`config.mk`:
```
export PLATFORM = sky130hd
export DESIGN_NAME = itp_cell
export DESIGN_NICKNAME = d
export VERILOG_FILES = /design/src/rtl/inversion_table_to_permutation_defines.svh /design/src/rtl/itp_ram.sv /design/src/rtl/itp_cell.sv
export SDC_FILE = /design/constraint.sdc
export NUM_CORES = 1
export LEC_CHECK = 0
export BUFFER_PORTS_ARGS = -buffer_cell sky130_fd_sc_hd__buf_4
export CAP_MARGIN = 20
export CORE_ASPECT_RATIO = 1.2
export CORE_MARGIN = 5
export CORE_UTILIZATION = 56
export DETAILED_ROUTE_END_ITERATION = 7
export PLACE_DENSITY_LB_ADDON = 0.05
export SYNTH_ARGS = -nofsm -noshare
export SYNTH_HDL_FRONTEND = slang
export SYNTH_HIERARCHICAL = 1
export SYNTH_SLANG_ARGS = --single-unit
```
`constraint.sdc`:
```
create_clock -name clk -period 5.9 [get_ports clk]
set_input_delay 0 -clock clk [delete_from_list [all_inputs] [get_ports clk]]
set_output_delay 0 -clock clk [all_outputs]
set_load 0.005 [all_outputs]
```
`src/rtl/inversion_table_to_permutation_defines.svh`:
```
// Assertion macros used by the top-level RTL file.
`ifndef INVERSION_TABLE_TO_PERMUTATION_DEFINES_SVH
`define INVERSION_TABLE_TO_PERMUTATION_DEFINES_SVH
`ifndef SYNTH
`define ITP_ASSERT_NEVER(lbl, expr) \
    lbl: assert property (@(posedge clk) disable iff (!rst_n) !(expr)) \
        else $error("itp check failed");
`define ITP_ASSERT_IMPLY(lbl, ante, cons) \
    lbl: assert property (@(posedge clk) disable iff (!rst_n) (ante) |-> (cons)) \
        else $error("itp check failed");
`else
`define ITP_ASSERT_NEVER(lbl, expr)
`define ITP_ASSERT_IMPLY(lbl, ante, cons)
`endif
`endif

```
`src/rtl/itp_ram.sv`:
```
module itp_ram #(
    parameter int WIDTH = 8,
    parameter int DEPTH = 2
) (
    input  logic                     clk,
    input  logic                     we,
    input  logic [$clog2(DEPTH)-1:0] waddr,
    input  logic [WIDTH-1:0]         wdata,
    input  logic [$clog2(DEPTH)-1:0] raddr,
    output logic [WIDTH-1:0]         rdata
);

    logic [WIDTH-1:0] mem [DEPTH];
    logic [WIDTH-1:0] rdata_reg;

    always_ff @(posedge clk)
    begin
        if (we)
        begin
            mem[waddr] <= wdata;
        end
        rdata_reg <= mem[raddr];
    end

    assign rdata = rdata_reg;

endmodule

```
`src/rtl/itp_cell.sv`:
```
module itp_cell #(
    parameter int LEVELS = 10,
    parameter int LEVEL  = 0,
    parameter int CW     = 11,
    parameter int CLR_W  = 8
) (
    input  logic              clk,
    input  logic              rst_n,
    input  logic              clr_en,
    input  logic [CLR_W-1:0]  clr_addr,
    input  logic [LEVELS-1:0] raddr_src,
    input  logic              in_valid,
    input  logic [LEVELS-1:0] in_node,
    input  logic [CW-1:0]     in_k,
    output logic              out_valid,
    output logic [LEVELS-1:0] out_node,
    output logic [CW-1:0]     out_k
);

    localparam int DEPTH = (LEVEL < 2) ? 2 : (1 << (LEVEL - 1));
    localparam int AW    = $clog2(DEPTH);
    localparam int HALF  = 1 << (LEVELS - 1 - LEVEL);

    // each row holds the left-child counts of two sibling nodes
    logic [2*CW-1:0]   rd_row;
    logic [2*CW-1:0]   wr_row;
    logic [CW-1:0]     word;
    logic [CW-1:0]     inc;
    logic [CW-1:0]     left_free;
    logic              go_left;
    logic [LEVELS-1:0] node_shr;
    logic              we;
    logic [AW-1:0]     waddr;
    logic [2*CW-1:0]   wdata;
    logic              valid_reg;
    logic [LEVELS-1:0] node_reg;
    logic [CW-1:0]     k_reg;

    assign word      = in_node[0] ? rd_row[2*CW-1:CW] : rd_row[CW-1:0];
    assign inc       = word + CW'(1);
    assign left_free = CW'(HALF) - word;
    assign go_left   = (left_free >= in_k);
    assign wr_row    = in_node[0] ? {inc, rd_row[CW-1:0]} : {rd_row[2*CW-1:CW], inc};
    assign node_shr  = in_node >> 1;
    assign we        = clr_en | (in_valid & go_left);
    assign waddr     = clr_en ? clr_addr[AW-1:0] : node_shr[AW-1:0];
    assign wdata     = clr_en ? '0 : wr_row;

    itp_ram #(
        .WIDTH(2 * CW),
        .DEPTH(DEPTH)
    ) u_ram (
        .clk  (clk),
        .we   (we),
        .waddr(waddr),
        .wdata(wdata),
        .raddr(raddr_src[AW-1:0]),
        .rdata(rd_row)
    );

    always_ff @(posedge clk or negedge rst_n)
    begin
        if (!rst_n)
        begin
            valid_reg <= 1'b0;
        end
        else
        begin
            valid_reg <= in_valid;
        end
    end

    always_ff @(posedge clk)
    begin
        node_reg <= (in_node << 1) | LEVELS'(!go_left);
        k_reg    <= go_left ? in_k : (in_k - left_free);
    end

    assign out_valid = valid_reg;
    assign out_node  = node_reg;
    assign out_k     = k_reg;

endmodule

```
# After elaboration in Yosys (flattened, before gate mapping)

Memory sizes are Yosys's and may differ from the RTL's. A register that Yosys moved wholly into a read port is not among the register bits.
Index checks and enable logic that the tools add are counted.

Add/sub/neg operators: 3
Multiply operators: 0
Divide/modulo/power cells: 0
Order comparisons: 1
Equal/unequal tests: 0
Shifts and indexed selects: 0
Muxes and demuxes: 7
Bitwise logic cells: 3
Reduce and logical (&&, ||, !) cells: 1

Operators by type and width:

| operator                 | count |
|---|---|
| $mux W22                 | 2 |
| $mux W11                 | 2 |
| $add A11 B1 Y11 const B  | 1 |
| $ge A11 B11 Y1           | 1 |
| $sub A10 B11 Y11 const A | 1 |
| $sub A11 B11 Y11         | 1 |
| $or A10 B1 Y10           | 1 |
| $mux W1                  | 3 |
| $and A1 B1 Y1            | 1 |
| $logic_not A1 Y1         | 1 |
| $or A1 B1 Y1             | 1 |

Bits in registers: 22
Latch bits: 0
Memory bits (writable): 44
Memory bits (read-only): 0
Bits of input ports: 43
Word-level logic and storage cells: 19
Memories kept: 1

Memories:

| memory    | depth | bits a word | rd ports | clocked after memory_dff | wr ports | RTL line      | text |
|---|---|---|---|---|---|---|---|
| u_ram.mem | 2     | 22          | 1        | 1                        | 1        | itp_ram.sv:13 | `logic [WIDTH-1:0] mem [DEPTH];` |

# Logic depth before layout (Yosys ltp)

Gate-level depths: netlist (run 1).

Depth in word-level cells: 7
Depth in mapped cells: 17
Depth with buffers taken out: 14

# By module

Netlist (run 1), hierarchy kept.

By module, submodules not included:

| module   | times used | cells each | area each (um2) | seq. area each (um2) |
|---|---|---|---|---|
| itp_ram  | 1          | 92         | 2044.5          | 1761.7 |
| itp_cell | 1          | 231        | 1979.4          | 445.4 |

# Worst setup path after synthesis (run 1)

No wires, ideal clock.

Path type: input -> register
Start point: input in_node[0]
End point: memory u_ram/mem[0][0] (netlist name) (enable)
Arrival: 4.297 ns
Required time: 5.497 ns
Path slack: 1.200 ns
Cell stages on the path: 17
Path buffers: 5
Cells stage by stage: buf_6 -> buf_2 -> buf_1 -> buf_2 -> mux2i_1 -> ha_1 -> nand3_1 -> xor2_1 -> ha_1 -> a211oi_2 -> o21bai_1 -> a21o_1 -> a221oi_2 -> a41oi_2 -> buf_6 -> o21bai_1 -> nor2b_1

Longest elaborated chain between the ends: 7

RTL lines:

| what                          | RTL line       | text |
|---|---|---|
| start: declaration            | itp_cell.sv:13 | `input logic [LEVELS-1:0] in_node,` |
| $mux W11                      | itp_cell.sv:39 | `assign word = in_node[0] ? rd_row[2*CW-1:CW] : rd_row[CW-1:0];` |
| $sub A10 B11 Y11              | itp_cell.sv:41 | `assign left_free = CW'(HALF) - word;` |
| $ge A11 B11 Y1                | itp_cell.sv:42 | `assign go_left = (left_free >= in_k);` |
| $and A1 B1 Y1                 | itp_cell.sv:45 | `assign we = clr_en \| (in_valid & go_left);` |
| $or A1 B1 Y1                  | itp_cell.sv:45 |  |
| named net we                  | itp_cell.sv:32 | `logic we;` |
| $mux W1                       | itp_ram.sv:18  | `if (we)` |
| $mux W1 (not written as such) | itp_ram.sv:20  | `mem[waddr] <= wdata;` |
| end: declaration              | itp_ram.sv:13  |  |

The timed path passes the listed nets, and every way through them passes these cells.

# Worst setup path after layout (run 1)

Start point: input in_node[0]
End point: memory u_ram/mem[0][9] (netlist name) (enable)

The elaborated chain is that of the path after synthesis.

==> metrics.md, run 1 <==
| Metric | Value |
|---|---|
| Total net switching power | `about 0.44 mW` |
| Worst-path clk slew | `~90 ps` |
| Initial antenna violation count | `0` |
| Post-Synthesis Cells | `between 300 and 400` |
| Detail Route Antenna Nets | `0` |
| CP Class | `in -> reg` |
| Most used flip-flop cell after synthesis | `edfxtp_1` |
| Max-slew violations | `0` |
| Most common cell after layout, fill and taps aside | `buf_4` |
| CTS buffer count | `9` |
| Clk_skew | `7.76 ps` |
| Ports | `65` |
| Max_slew headroom | `0.371` |
| Hold Path Depth | `2` |
| Reg2reg end | `u_ram/mem[0][9]` |
| Clock latency at the later pin of the worst-skew pair | `~350 ps` |
| IO Port Bufs | `47` |
| Final setup viols | `0` |
| HP Class | `in -> reg` |
| Hold Path Sink | `u_ram/mem[0][0]` |
| Netlist cell types | `46` |
| Least-Margin Pin Slew | `~940 ps` |
| Clock power share | `0.319` |
| CTS tree | `done` |
| Worst path cell trace | `dlygate4sd3_1 > buf_4 > or3b_1 > a211oi_2 > nand3_1 > nor2_1 > xnor2_1 > mux2i_1 > ha_1 > o21ai_0 > o21bai_1 > a21o_1 > a221oi_2 > a41oi_2 > o21bai_1 > nor2b_2 > buf_4` |
| Cell Rows | `33` |
| Vias in the first global route | `between 2000 and 3000` |
| Largest area contributor in the netlist | `edfxtp_1` |
| Tot Pwr | `1.72 mW` |
| Max-cap check violation count | `0` |
| Detailed Route WL | `slightly below 8000 um` |
| Cell Int Power | `roughly 1.3 mW` |
| Via count | `2616` |
| Worst R2R Path Depth | `15` |
| Status | `complete, no violations` |
| Vias per inst | `5.38` |
| Maximum clock insertion buffer count | `2` |
| Mapped Nets | `380` |
| Layout cells sized above 1 | `0.263` |
| Die Y | `103 um` |
| Leakage power | `slightly below 2 nW` |
| Synth-to-Final Area Change | `22.3%` |
| Final hold vios | `0` |
| Die W | `about 87 um` |
| Top cells by area, synth | `edfxtp_1 33%, dfxtp_1 21%, mux2_2 7.3%` |
| Global route overflow | `0` |
| Crit path max fanout | `39` |
| Combinational share of power | `0.229` |
| Worst reg-to-reg setup slack | `~1500 ps` |
| Fmax | `approximately 220 MHz` |
| GRT Resource Usage Total | `0.188` |
| Root buf cell | `clkbuf_8` |
| Maximum VDD drop | `~210 uV` |
| Nets | `451` |
| CP max stage delay | `~530 ps` |
| Tcrit/Tclk final | `0.775` |
| H-tree levels | `3` |
| Core ar. | `between 6000 and 7000 um^2` |
| CP Launch Type | `input pin` |
| DR pass1 iterations | `4` |
| Diode count | `0` |
| WL/cell | `about 16 um` |
| DP HPWL | `a little under 5000 um` |
| WP data required | `about 5900 ps` |
| Largest net degree at the start of global routing | `40` |
| Synthesized flop and latch total | `between 80 and 90` |
| Clock Sinks | `between 80 and 90` |
| Routability cong. | `0.765` |
| Post-layout min period | `around 4600 ps` |
| Syn_area_per_cell | `approximately 12 um^2` |
| Post-synth EDFFs | `44` |
| Commonest non-fill, non-tap cells in the layout | `49 x buf_4, 44 x edfxtp_1, 43 x dfxtp_1` |
| Worst setup EP type | `flip-flop` |
| Max reg flops | `between 40 and 50` |
| Worst hold start | `clr_en` |
| Top cell type's share of synthesized area | `0.328` |
| Buf/Inv on CP | `3` |
| Final TNS setup | `0 ps` |
| RSZ-0062 raised after global routing | `false` |
| Initial DRC count | `~150` |
| Sequential fraction of design power | `0.452` |
| Critical Path Slowest Stage Cell | `dlygate4sd3_1` |
| Ys async rst share | `0.0114` |
| Synthesized area | `between 4000 and 5000 um^2` |
| Pwr dens | `roughly 350 nW/um^2` |
| Drt drc | `0` |
| Worst r2r src | `u_ram/rdata[3]` |
| Register area share after synthesis | `0.549` |
| Synthesis warning total | `6` |
| Die ar. | `between 8000 and 9000 um^2` |
| Critical Path Start | `in_node[0]` |
| Top delay family on crit path | `compound AO/OA/AOI/OAI gates` |
| Switching portion of total power | `0.258` |
| Initial Util | `0.580` |
| Arrival time worst endpoint | `4590 ps` |
| Post-CTS Setup Inserts | `0` |
| Fill cell count | `~500` |
| Global-route wire length before repair | `between 10000 and 15000 um` |
metal layers:
layer / GRT usage / wire (um) / part of all wire
met4: 0.0897 / 158 / 0.020
met2: 0.318 / 3830 / 0.50
met1: 0.233 / 3480 / 0.45
met3: 0.0320 / 265 / 0.034
met5: 0 / 0 / 0
synth_stat cells (all sizes together), types with 2 or more instances:
master and instances:
mux2 32, clkbuf 3, xnor2 17, and2 2, nor2b 8, dfxtp 43
o32ai 2, and3 2, nand4 6, a21oi 6, buf 9, inv 7
nor2 38, nand2b 2, ha 13, a211oi 3, nor3 2, o21ai 5
nand2 8, o21bai 3, a31oi 4, nor3b 2, nand3 10, and4 3
a21o 3, xor2 20, mux2i 13, edfxtp 44
layout make-up:
class,count,area [um^2],share of cell area
timing repair buffer,72,598,0.122
sequential,88,2210,0.449
clock inverter,6,140,0.0285
multi-input combinational,216,1710,0.348
clock buffer,10,128,0.0259
tap,87,109,0.0221
inverter,7,26.3,0.00534
power by group through the flow:
stage	Clock [mW]	Combinational (mW)	Sequential, mW
after detailed placement	0	0.383	0.788
after CTS	0.561	0.397	0.775
after global placement	0	0.374	0.786
after global routing	0.586	0.435	0.785
after floorplan	0	0.266	0.781
final	0.547	0.393	0.775
stage by stage:
stage	area [um^2]	hold WS (ps)	cells	setup WS, ps	utilization
6_report	4920	131	486	1330	0.709
2_1_floorplan	4020	-296	323	1200	-
4_1_cts	4920	112	486	1320	0.709
5_1_grt	4920	127	486	849	0.709
3_5_place_dp	4420	-223	447	1450	0.638
3_3_place_gp	4420	-225	447	1520	0.638
how the worst max path moves through the flow:
stage | slack [ps] | to | cells after the start
2_1_floorplan | 1200 | u_ram/mem[0][0] | 17
3_3_place_gp | 1520 | u_ram/mem[0][8] | 15
3_5_place_dp | 1450 | u_ram/mem[0][6] | 15
4_1_cts | 1320 | u_ram/mem[0][14] | 17
5_1_grt | 850 | u_ram/mem[0][9] | 17
6_report | 1330 | u_ram/mem[0][9] | 17
what timing repair did:
action | 4_1_cts | 5_1_grt
hold buffers | 23 | 0
hold endpoints to repair | 22 | 0
gates resized for setup | 0 | 0
cells by family after synthesis:
| kind of cell | Yosys count | synth area share |
|---|---|---|
| flip-flops | 88 | 0.549 |
| AND/OR/NAND/NOR | 86 | 0.106 |
| multiplexers | 45 | 0.127 |
| XOR/XNOR | 37 | 0.0805 |
| AO/OA/AOI/OAI | 34 | 0.0653 |
| buffers and inverters | 19 | 0.0264 |
| adder cells (fa/ha/maj) | 14 | 0.0454 |
worst register-to-register path: stages (launching register included):
cell and delay, ps:
dfxtp_1 420, or3_4 420, a211oi_2 330, nand3_1 180, nor2_1 160, xnor2_1 130, mux2i_1 100, ha_1 360
o21ai_0 240, o21bai_1 110, a21o_1 210, a221oi_2 360, a41oi_2 250, o21bai_1 340, nor2b_2 170, buf_4 320
No activity file was read; power rests on OpenSTA's default activity.
==> run 2: changes to the inputs <==
Settings changed: CORE_UTILIZATION 56 to 51.
Clock period 5.9 ns to 4.05 ns, I/O delays scaled along.
==> run 2 against run 1 <==
Worst setup slack lost 1000 ps. Global-route usage is 2.1 points lower. Flip-flop and latch count unchanged. Design area increased by 0.36%. Via count grew 1.9%. Sequential share of layout area decreased by 0.16 points. Clock skew barely moved. Hold slack worse by 31 ps. Utilization down 6.9 points. Combinational power increased by 53%. First-iteration DRC count shrank 37%. Non-clock buffer count is 7 higher. Critical path type is now reg -> reg. Largest cell class unchanged.
==> metrics.md, run 2 (same netlist as run 1, synthesis figures left out) <==
| Metric | Value |
|---|---|
| Leakage power | `about 2.0 nW` |
| Global route overflow | `0` |
| Initial DRC count | `91` |
| Commonest non-fill, non-tap cells in the layout | `55 x buf_4, 44 x edfxtp_1, 43 x dfxtp_1` |
| Initial antenna violation count | `0` |
| Nets | `~460` |
| CP max stage delay | `370 ps` |
| Drt drc | `0` |
| Routability cong. | `roughly 0.8` |
| Final TNS setup | `0 ps` |
| Core ar. | `just under 8000 um^2` |
| DR pass1 iterations | `5` |
| Maximum clock insertion buffer count | `2` |
| Worst R2R Path Depth | `15` |
| Clk_skew | `between 8 and 9 ps` |
| Die W | `just over 90 um` |
| Worst-path clk slew | `approximately 90 ps` |
| Via count | `~2700` |
| CP Launch Type | `flip-flop` |
| Total stage count of the critical path | `15` |
| Max_slew headroom | `0.700` |
| Worst path cell trace | `or3_4 > a211oi_2 > nand3_1 > nor2_1 > xnor2_1 > mux2i_1 > ha_1 > o21ai_1 > o21bai_1 > a21o_1 > a221oi_2 > a41oi_2 > o21bai_1 > nor2b_4 > buf_12` |
| Initial Util | `0.522` |
| Ports | `65` |
| Pwr dens | `~470 nW/um^2` |
| Detailed Route WL | `between 7000 and 8000 um` |
| Max-slew violations | `0` |
| Clock latency at the later pin of the worst-skew pair | `360 ps` |
| IO Port Bufs | `47` |
| RSZ-0062 raised after global routing | `false` |
| Root buf cell | `clkbuf_8` |
| Vias per inst | `about 5.4` |
| Maximum VDD drop | `~260 uV` |
| CTS buffer count | `9` |
| Layout cells sized above 1 | `0.283` |
| Max-cap check violation count | `0` |
| Hold Path Depth | `2` |
| Final setup viols | `0` |
| Clock Sinks | `slightly below 90` |
| Final hold vios | `0` |
| Synth-to-Final Area Change | `22.7%` |
| Top delay family on crit path | `compound AO/OA/AOI/OAI gates` |
| Buf/Inv on CP | `1` |
| Hold WS | `around 100 ps` |
| Post-layout min period | `3740 ps` |
| Die ar. | `roughly 10000 um^2` |
| DP HPWL | `between 5000 and 6000 um` |
| Most common cell after layout, fill and taps aside | `buf_4` |
| H-tree levels | `3` |
| Arrival time worst endpoint | `roughly 3800 ps` |
| Critical Path Slowest Stage Cell | `or3_4` |
| GRT Resource Usage Total | `0.167` |
| Largest net degree at the start of global routing | `25` |
| Status | `complete, no violations` |
| WL/cell | `15.7 um` |
| Tcrit/Tclk final | `0.923` |
| Fmax | `about 270 MHz` |
| CP Class | `reg -> reg` |
| Post-CTS Setup Inserts | `0` |
| WP data required | `4120 ps` |
| Diode count | `0` |
| Vias in the first global route | `approximately 2700` |
| Least-Margin Pin Slew | `between 400 and 500 ps` |
| Global-route wire length before repair | `12900 um` |
| Max reg flops | `44` |
| Detail Route Antenna Nets | `0` |
| Die Y | `107 um` |
| Cell repeated most along the worst path | `o21bai_1` |
| HP Class | `in -> reg` |
| Crit path max fanout | `22` |
| Cell Rows | `35` |
| Layout Utilization | `0.641` |
| Worst setup EP type | `flip-flop` |
| CTS tree | `done` |
run 2: cell count changes in the layout (fill, tap and decap cells not counted), sizes merged:
cell	delta
dlygate4sd3	-1
clkinv	+1
bufinv	-4
buf	+8
clkinvlp	+3
run 2: worst reg2reg max path, cell delays in order, from the launching register on:
cell and delay, ps:
dfxtp_1 320, or3_4 370, a211oi_2 280, nand3_1 180, nor2_1 160, xnor2_1 140, mux2i_1 110, ha_1 360
o21ai_1 190, o21bai_1 110, a21o_1 220, a221oi_2 370, a41oi_2 70, o21bai_1 180, nor2b_4 190, buf_12 190
run 2: path summary, 6_finish.rpt:
kind                             startpoint               to  slack [ps]
max                          u_ram/rdata[3]  u_ram/mem[0][8]         310
min                              in_node[0]      out_node[1]         100
max reg2reg                  u_ram/rdata[3]  u_ram/mem[0][8]         310
min reg2reg                u_ram/mem[1][11]  u_ram/rdata[11]         470
max in group asynchronous             rst_n        out_valid        3500
min in group asynchronous             rst_n        out_valid         460
run 2: area by class of cell:
type                       count  area (um^2)
clock inverter                 6         48.8
inverter                       7         26.3
clock buffer                  10          149
fill                         626         2770
sequential                    88         2210
tap                           92          115
multi-input combinational    216         1720
timing repair buffer          79          673
run 2: power breakdown:
| group | switching [mW] | total (mW) | internal (mW) |
|---|---|---|---|
| registers | 0.0486 | 1.12 | 1.07 |
| clock network | 0.327 | 0.592 | 0.265 |
| logic | 0.281 | 0.603 | 0.323 |
| total | 0.656 | 2.31 | 1.66 |
run 2: stage by stage:
step | worst slack (ps) | total power [mW] | cell area, um^2 | instances
2_1_floorplan | 114 | 1.53 | 4030 | 323
3_3_place_gp | 342 | 1.71 | 4520 | 460
3_5_place_dp | 260 | 1.73 | 4520 | 460
4_1_cts | 235 | 2.34 | 4940 | 498
5_1_grt | 77.6 | 2.44 | 4940 | 498
6_report | 314 | 2.31 | 4940 | 498
run 2: layer usage:
metal	up-vias	track usage	wire length, um
met5	-	0	0
met3	21	0.0503	397
met2	71	0.289	3840
met1	1257	0.186	3340
met4	0	0.0849	256
li1	1317	-	-
run 2: what timing repair did:
item                                   in CTS  in global routing
endpoints found under the hold margin      21                  0
gates resized for setup                     0                  1
hold buffers                               22                  0
setup endpoints to repair                   0                  5
==> run 3: changes to the inputs <==
Settings changed: ABC_AREA from default to 1.
==> run 3 against run 2 <==
Clock skew up 5.8 ps. Combinational power up 4.0%. Design area rose by 3.0%. Non-clock buffer count decreased by 3. Critical path depth is 5 higher. Register-to-register slack improved by 580 ps. Utilization decreased by 1.4 points. Power fell by 1.8%. Maximum frequency is 18% higher. Sequential power about the same. Count of clock-buffer cells in the layout unchanged. Largest cell class unchanged. Largest power group unchanged.
==> metrics.md, run 3 <==
| Metric | Value |
|---|---|
| Status | `complete, no violations` |
| Max reg flops | `44` |
| Layout cells sized above 1 | `0.174` |
| Maximum VDD drop | `just under 300 uV` |
| Multi-input logic area | `1770 um^2` |
| RSZ-0062 raised after global routing | `false` |
| Fmax | `approximately 320 MHz` |
| Least-Margin Pin Slew | `approximately 510 ps` |
| Syn_area_per_cell | `between 8 and 9 um^2` |
| Tot Pwr | `between 2 and 2.5 mW` |
| Detail Route Antenna Nets | `0` |
| Synthesis warning total | `6` |
| Max-slew violations | `0` |
| Post-synth EDFFs | `44` |
| Max-cap check violation count | `0` |
| Initial antenna violation count | `0` |
| Largest area contributor in the netlist | `edfxtp_1` |
| CP max stage delay | `about 330 ps` |
| Die ar. | `10300 um^2` |
| Post-CTS Resized | `0` |
| Worst path cell trace | `nand2_1 > inv_1 > nor2_4 > ha_1 > inv_1 > nor3_2 > nand2_1 > nand3_1 > nand2_1 > ha_1 > inv_1 > o21bai_1 > nor2_1 > nand3_1 > nand2_2 > nand2_1 > nand2_1 > inv_1 > nor2_2 > buf_12` |
| Maximum clock insertion buffer count | `2` |
| Clock Sinks | `88` |
| Max_slew headroom | `0.659` |
| Synth-to-Final Area Change | `19.8%` |
| Diode count | `0` |
| Critical Path Slowest Stage Cell | `ha_1` |
| H-tree levels | `3` |
| Die Y | `110 um` |
| Pwr dens | `~450 nW/um^2` |
| Post-layout min period | `3160 ps` |
| CP Class | `reg -> reg` |
| CP Launch Type | `flip-flop` |
| GRT Resource Usage Total | `0.198` |
| Via count | `around 3400` |
| CTS tree | `done` |
| DP HPWL | `~6700 um` |
| Global-route wire length before repair | `~15000 um` |
| Fill cell count | `722` |
| Clock latency at the later pin of the worst-skew pair | `360 ps` |
| Initial Util | `0.523` |
| Routability cong. | `approximately 0.91` |
| Final setup viols | `0` |
| Synthesized area | `between 4000 and 5000 um^2` |
| Ys async rst share | `0.0114` |
| IO Port Bufs | `47` |
| Most common cell after layout, fill and taps aside | `nand2_1` |
| Detailed Route WL | `9310 um` |
| FF+latch area | `between 2000 and 2500 um^2` |
| Most used flip-flop cell after synthesis | `edfxtp_1` |
| Vias per inst | `5.02` |
| Drt drc | `0` |
| Core ar. | `a little over 8000 um^2` |
| Tcrit/Tclk final | `0.780` |
| Top cell type's share of synthesized area | `0.311` |
| HP Class | `in -> reg` |
| Arrival time worst endpoint | `3230 ps` |
| Mapped Nets | `~550` |
| CTS buffer count | `9` |
| Final TNS setup | `0 ps` |
| Hold WS | `about 130 ps` |
| Global route overflow | `0` |
| DR pass1 iterations | `4` |
| Commonest non-fill, non-tap cells in the layout | `179 x nand2_1, 50 x buf_4, 44 x edfxtp_1` |
| WL/cell | `around 14 um` |
| Clk_skew | `roughly 14 ps` |
| Largest net degree at the start of global routing | `24` |
| WP data required | `4120 ps` |
| Worst setup EP type | `flip-flop` |
| Register area share after synthesis | `0.520` |
| Ports | `65` |
| Top cells by area, synth | `edfxtp_1 31%, dfxtp_1 20%, nand2_1 16%` |
| Root buf cell | `clkbuf_8` |
| Cell repeated most along the worst path | `nand2_1` |
| Vias in the first global route | `3340` |
| Worst-path clk slew | `90 ps` |
| Die W | `~93 um` |
| Final hold vios | `0` |
| Nets | `approximately 630` |
| Count leader, synth | `nand2_1` |
| Netlist cell types | `30` |
| Leakage power | `between 2 and 2.5 nW` |
| Initial DRC count | `192` |
| Crit path max fanout | `22` |
| Synthesized flop and latch total | `88` |
| Top post-synthesis cells by count | `179 x nand2_1, 44 x edfxtp_1, 43 x dfxtp_1, 39 x inv_1, 37 x nor2_1` |
| Post-Synthesis Cells | `about 500` |
| Cell Rows | `36` |
-- run 3: changes by cell type after synthesis, moves of 12 or more --
cell     change
xor2_1      -12
mux2i_1     -13
inv_1       +32
nand2_2     +13
nand2_1    +171
o21ai_0     +15
mux2_2      -26
a21oi_1     +12
nand3_1     +19
-- run 3: power by group --
part	total, mW	internal (mW)	switching [mW]
registers	1.10	1.07	0.0350
logic	0.627	0.263	0.363
clock network	0.545	0.226	0.318
total	2.27	1.56	0.717
-- run 3: per-stage QoR --
| stage | utilization | instances | instance area (um^2) | setup WS (ps) |
|---|---|---|---|---|
| 2_1_floorplan | - | 496 | 4240 | 381 |
| 3_3_place_gp | 0.576 | 630 | 4670 | 912 |
| 3_5_place_dp | 0.576 | 630 | 4670 | 835 |
| 4_1_cts | 0.627 | 670 | 5080 | 884 |
| 5_1_grt | 0.627 | 670 | 5080 | 605 |
| 6_report | 0.627 | 670 | 5080 | 892 |
-- run 3: logic make-up (layout without fill, tap and decap cells) --
logic type      count (synthesis)  after routing  share of synthesized area
compound gates                 43             43                     0.0540
xor+xnor                       14             14                     0.0289
fa+ha+maj                      14             14                     0.0431
buf+inv                        55            134                     0.0625
flops                          88             88                      0.520
simple gates                  282            282                      0.291
-- run 3: critical path, delay by kind of cell, from the launching register on --
family | cells | cell delay [ps]
AO/OA/AOI/OAI | 1 | 70
adder cells (fa/ha/maj) | 2 | 540
buffers and inverters | 5 | 500
flip-flops | 1 | 320
AND/OR/NAND/NOR | 12 | 1420
-- run 3: area by class of cell --
type	instances	area share
inverters	42	0.0310
repair buffers	76	0.129
flip-flops and latches	88	0.434
clock inverters	6	0.00886
multi-input cells	353	0.349
well taps	95	0.0234
clock buffers	10	0.0251
-- run 3: metal layers --
metal,share of wire,vias up,wire length (um),track usage
met4,0.021,0,194,0.102
met1,0.43,1533,4000,0.226
li1,-,1745,-,-
met2,0.51,69,4750,0.352
met5,0,-,0,0
met3,0.039,14,366,0.0363
-- run 3: worst paths after layout --
kind | start | end | slack [ps] | depth (start not counted)
min in group asynchronous | rst_n | out_valid | 500 | 3
worst min-delay path | in_node[0] | out_node[1] | 130 | 2
worst max register to register | u_ram/rdata[11] | u_ram/mem[0][7] | 890 | 20
worst min register to register | u_ram/mem[0][6] | u_ram/rdata[6] | 430 | 2
worst max-delay path | u_ram/rdata[11] | u_ram/mem[0][7] | 890 | 20
max in group asynchronous | rst_n | out_valid | 3440 | 3
-- run 3: timing repair --
item / 4_1_cts / 5_1_grt
setup buffers: 0 / 0
hold buffers: 24 / 0
endpoints found under the hold margin: 25 / 0
